<file path="config.mk">
export PLATFORM = sky130hd
export DESIGN_NAME = upcc_eval
export DESIGN_NICKNAME = d
export VERILOG_FILES = /design/src/hdl/upcc_pkg.sv /design/src/hdl/upcc_eval.sv
export SDC_FILE = /design/constraint.sdc
export NUM_CORES = 1
export LEC_CHECK = 0
export CAP_MARGIN = 20
export CORE_MARGIN = 2
export CORE_UTILIZATION = 30
export CTS_CLUSTER_DIAMETER = 60
export DETAILED_ROUTE_END_ITERATION = 10
export DONT_BUFFER_PORTS = 1
export PLACE_DENSITY = 0.46
export SYNTH_ARGS = -nofsm -noshare
export SYNTH_HDL_FRONTEND = slang
export SYNTH_SLANG_ARGS = --single-unit
export TNS_END_PERCENT = 30
</file>
<file path="constraint.sdc">
create_clock -name clk_i -period 1.9 [get_ports clk_i]
set_input_delay 0.19 -clock clk_i [delete_from_list [all_inputs] [get_ports clk_i]]
set_output_delay 0.19 -clock clk_i [all_outputs]
set_load 0.01 [all_outputs]
</file>
<file path="src/hdl/upcc_pkg.sv">
// Package for the UP model clause checker: constants, command codes and the
// structs passed between the store, the evaluator and the top level.
// No dependencies.
package upcc_pkg;

  // Largest variable index held in the polarity store
  localparam int unsigned MAX_VARS     = 4096;
  localparam int unsigned DEPTH        = MAX_VARS + 1;
  localparam int unsigned IDX_W        = $clog2(DEPTH);
  localparam int unsigned LIT_W        = 14;
  localparam int unsigned NV_W         = 13;
  localparam int unsigned NUM_VARS_RST = 4096;

  // Result kinds
  localparam logic KIND_ACK     = 1'b0;
  localparam logic KIND_VERDICT = 1'b1;

  // Saturation point of the unassigned literal count
  localparam logic [1:0] CNT_SAT = 2'd2;

  typedef enum logic [1:0] {
    CMD_CLEAR  = 2'd0,
    CMD_MODEL  = 2'd1,
    CMD_CLAUSE = 2'd2
  } cmd_e;

  // Decoded request held in the evaluation stage
  typedef struct packed {
    cmd_e             cmd;
    logic [IDX_W-1:0] idx;
    logic             neg;
    logic             in_range;
    logic             zero;
    logic             active;
    logic             last;
  } upcc_item_t;

  // Store write request
  typedef struct packed {
    logic             en;
    logic [IDX_W-1:0] addr;
    logic [1:0]       data;
  } upcc_wr_t;

  // Result of one request
  typedef struct packed {
    logic valid;
    logic kind;
    logic up_satisfied;
    logic inconsistent;
    logic range_error;
  } upcc_res_t;

endpackage

</file>
<file path="src/hdl/upcc_eval.sv">
// Evaluation stage: model literal update and per-clause accumulators that
// form the verdict. Depends on upcc_pkg.
module upcc_eval
  import upcc_pkg::*;
(
  input  logic       clk_i,
  input  logic       rst_ni,
  input  logic       valid_i,
  input  logic       fire_i,
  input  upcc_item_t item_i,
  input  logic [1:0] pol_i,
  output upcc_res_t  res_o,
  output upcc_wr_t   wr_o
);

  logic       true_q, true_d;
  logic [1:0] cnt_q, cnt_d;
  logic       err_q, err_d;
  logic       true_upd, err_upd;
  logic [1:0] cnt_upd;
  logic       own, comp;

  assign own  = item_i.neg ? pol_i[1] : pol_i[0];
  assign comp = item_i.neg ? pol_i[0] : pol_i[1];

  // Decode the request against the stored polarity
  always_comb begin
    true_d   = true_q;
    cnt_d    = cnt_q;
    err_d    = err_q;
    true_upd = true_q;
    cnt_upd  = cnt_q;
    err_upd  = err_q;
    res_o    = '0;
    wr_o     = '0;
    case (item_i.cmd)
      CMD_CLEAR: begin
        true_d = 1'b0;
        cnt_d  = '0;
        err_d  = 1'b0;
      end
      CMD_MODEL: begin
        res_o.valid        = valid_i;
        res_o.kind         = KIND_ACK;
        res_o.inconsistent = item_i.in_range && comp;
        res_o.range_error  = !item_i.in_range;
        wr_o.en            = fire_i && item_i.in_range;
        wr_o.addr          = item_i.idx;
        wr_o.data          = pol_i | (item_i.neg ? 2'b10 : 2'b01);
      end
      CMD_CLAUSE: begin
        if (item_i.in_range) begin
          if (own) begin
            true_upd = 1'b1;
          end else if (!comp && (cnt_q != CNT_SAT)) begin
            cnt_upd = cnt_q + 1'b1;
          end
        end else if (!(item_i.zero && item_i.last)) begin
          err_upd = 1'b1;
        end
        if (item_i.last) begin
          res_o.valid        = valid_i;
          res_o.kind         = KIND_VERDICT;
          res_o.up_satisfied = !item_i.active || true_upd || (cnt_upd == CNT_SAT);
          res_o.range_error  = err_upd;
          true_d             = 1'b0;
          cnt_d              = '0;
          err_d              = 1'b0;
        end else begin
          true_d = true_upd;
          cnt_d  = cnt_upd;
          err_d  = err_upd;
        end
      end
      default: begin
      end
    endcase
  end

  // Update the accumulators only when the request leaves the stage
  always_ff @(posedge clk_i or negedge rst_ni) begin
    if (!rst_ni) begin
      true_q <= 1'b0;
      cnt_q  <= '0;
      err_q  <= 1'b0;
    end else if (fire_i) begin
      true_q <= true_d;
      cnt_q  <= cnt_d;
      err_q  <= err_d;
    end
  end

endmodule

</file>
==> flow_metrics.env <==
export IMPL_place_congestion=0.6307
export IMPL_cts_tree="done"
export IMPL_synth_top_cell_by_area="dfrtp_1"
export IMPL_num_io_pins=47
export IMPL_min_delay_worst_endpoint="true_q"
export IMPL_fin_crit_sh=0.9284
export IMPL_syn_avg_cell_area_um2=7.979
export IMPL_antenna_found_initial=0
export IMPL_crit_path_end_kind="primary output"
export IMPL_nFillCells=155
export IMPL_final_min_clock_period_ns=1.764
export IMPL_syn_to_final_growth_pct=12.85
export IMPL_port_buffers=0
export IMPL_cts_sinks=4
export IMPL_vdd_drop_max_uv=293.1
export IMPL_arrival_ns=1.57
export IMPL_cts_path_max_buffers=2
export IMPL_antenna_left=0
export IMPL_drcViolationCount=0
export IMPL_synth_cell_types=22
export IMPL_synth_top_area_share=0.2057
export IMPL_synth_warnings=0
export IMPL_slew_headroom=0.7223
export IMPL_synth_seq_cells=4
export IMPL_rr_worst_depth=6
export IMPL_initial_utilization=0.3231
export IMPL_synthCells=61
export IMPL_worstReg2RegEnd="cnt_q[1]"
export IMPL_skew_ns=0.001230
export IMPL_core_um2=1506
export IMPL_report_final_slew_viol_count=0
export IMPL_holdWs_ns=0.1710
export IMPL_mostFrequentLayoutCell="and2_1"
export IMPL_cts_buffers_inserted=3
export IMPL_fmax_mhz=566.9
export IMPL_tns_ns=0
export IMPL_ys_seq_area_frac=0.2057
export IMPL_diodes=0
export IMPL_first_pass_iters=3
export IMPL_cellLeakagePower_nw=0.2545
export IMPL_required_ns=1.71
export IMPL_drv_cap=0
export IMPL_num_rows=14
export IMPL_die_area_um2=1961
export IMPL_finalHoldViolations=0
export IMPL_r2r_slack_ns=0.38
export IMPL_setup_viol=0
export IMPL_grt_pass1_vias=394
export IMPL_die_h_um=44.28
export IMPL_mostFrequentLayoutCells="14 x and2_1, 6 x nand2_1, 5 x inv_1"
export IMPL_grt_ovfl_total=0
export IMPL_drive_gt1_frac=0.1385
export IMPL_drt_wl_total_mm=1.085
export IMPL_worstMarginPinSlew_ns=0.4123
export IMPL_grt_total_usage=0.1156
export IMPL_rsz0062_at_grt="no"
export IMPL_ys_top_cells_by_area="dfrtp_1 21%, and2_1 18%, ha_1 10%"
export IMPL_vias_per_cell=5.296
export IMPL_die_w_um=44.28
export IMPL_hp_start="item_i[3]"
export IMPL_vias=429
export IMPL_synth_nets=91
export IMPL_r2r_start="cnt_q[0]"
export IMPL_wl_per_cell_um=13.40
export IMPL_start_kind="register"
export IMPL_hp_class="input pin to register"
export IMPL_nNetsFinal=97
export IMPL_pwr_density_cell_nw_per_um2=493.5
export IMPL_worstPathMaxFanout=6
export IMPL_min_path_cells=2
export IMPL_grt_max_degree=19
export IMPL_drt_iter0_markers=7
export IMPL_clk_latency_ns=0.23
export IMPL_crit_type="register to primary output"
export IMPL_outcome="finished clean"
export IMPL_cts_clk_slew_worst_paths_ns=0.04
export IMPL_htreeDepth=1
export IMPL_synth_area_um2=486.7
export IMPL_grt_pass1_wl_mm=1.587
export IMPL_root_buffer="clkbuf_4"
cell usage after synthesis:
library cell / count
ha_1: 4
or3b_1: 1
mux2_2: 1
clkbuf_1: 1
and3_2: 2
o21ai_1: 2
and2_1: 14
nand2b_1: 3
a21oi_1: 3
inv_1: 5
o211a_1: 1
a31oi_1: 2
mux2i_1: 2
o21ai_0: 3
and3b_1: 1
nor4b_4: 1
nor2b_1: 2
nand2_1: 6
nand3b_1: 1
o21a_1: 1
dfrtp_1: 4
a21boi_0: 1
sequential cells by signal (all words and copies together), names as in the netlist:
| name | flops |
|---|---|
| true_q | 1 |
| cnt_q | 2 |
| err_q | 1 |
worst max-delay path by stage:
stage | endpoint | cells past startpoint | from
6_report | res_o[2] | 5 | cnt_q[0]
5_1_grt | res_o[2] | 5 | cnt_q[0]
4_1_cts | res_o[2] | 5 | cnt_q[0]
3_5_place_dp | res_o[2] | 5 | cnt_q[0]
3_3_place_gp | res_o[2] | 5 | cnt_q[0]
2_1_floorplan | res_o[2] | 5 | cnt_q[0]
worst max-delay path, stage by stage, from the launching register on:
cell and delay (ns):
dfrtp_1 0.41, inv_1 0.07, ha_1 0.19, nor4b_4 0.07, or3b_1 0.36, a31oi_2 0.23
where the power goes:
part / total, W / leakage, nW / switching (W) / internal (W)
Sequential: 0.0000961 / 0.0548 / 0.00000498 / 0.0000912
Combinational: 0.0000678 / 0.186 / 0.0000380 / 0.0000298
Clock: 0.000107 / 0.0138 / 0.0000364 / 0.0000708
stage by stage:
| step | instances | power, W | utilization | instance area (µm²) | setup WS (ns) |
|---|---|---|---|---|---|
| 5_1_grt | 81 | 0.0003017 | 0.3646 | 549.3 | 0.03001 |
| 3_3_place_gp | 76 | 0.0001624 | 0.3339 | 503.0 | 0.2939 |
| 2_1_floorplan | 61 | 0.0001521 | - | 486.7 | 0.3636 |
| 4_1_cts | 80 | 0.0002786 | 0.3596 | 541.8 | 0.02920 |
| 3_5_place_dp | 76 | 0.0001609 | 0.3339 | 503.0 | 0.2579 |
| 6_report | 81 | 0.0002711 | 0.3646 | 549.3 | 0.1360 |
routing by layer:
metal  up-vias  routed length (µm)  share of wire  global-route usage
met3         0                  94          0.087             0.04490
met2        27                 582           0.54              0.2000
met1       186                 408           0.38              0.1075
met4         0                   0              0             0.09091
met5         -                   0              0                   0
li1        216                   -              -                   -
final cells by class:
type	count	area [µm²]	share of cell area
clock buffers	3	22.52	0.04100
inverters	5	18.77	0.03417
multi-input cells	51	370.4	0.6743
flip-flops and latches	4	100.1	0.1822
well taps	16	20.02	0.03645
repair buffers	2	17.52	0.03189
what timing repair did:
item,CTS,global route
pin swaps,0,1
resized for setup,1,0
setup buffers,0,1
hold buffers,1,0
endpoints found under the hold margin,4,0
endpoints found under the setup margin,1,1
cell families after synthesis:
| logic type | count (synthesis) | share of synthesized area |
|---|---|---|
| fa+ha+maj | 4 | 0.1028 |
| compound gates | 13 | 0.1594 |
| buf+inv | 6 | 0.04627 |
| flops | 4 | 0.2057 |
| mux | 3 | 0.06427 |
| simple gates | 31 | 0.4216 |
(Power assumes the default switching activity.)
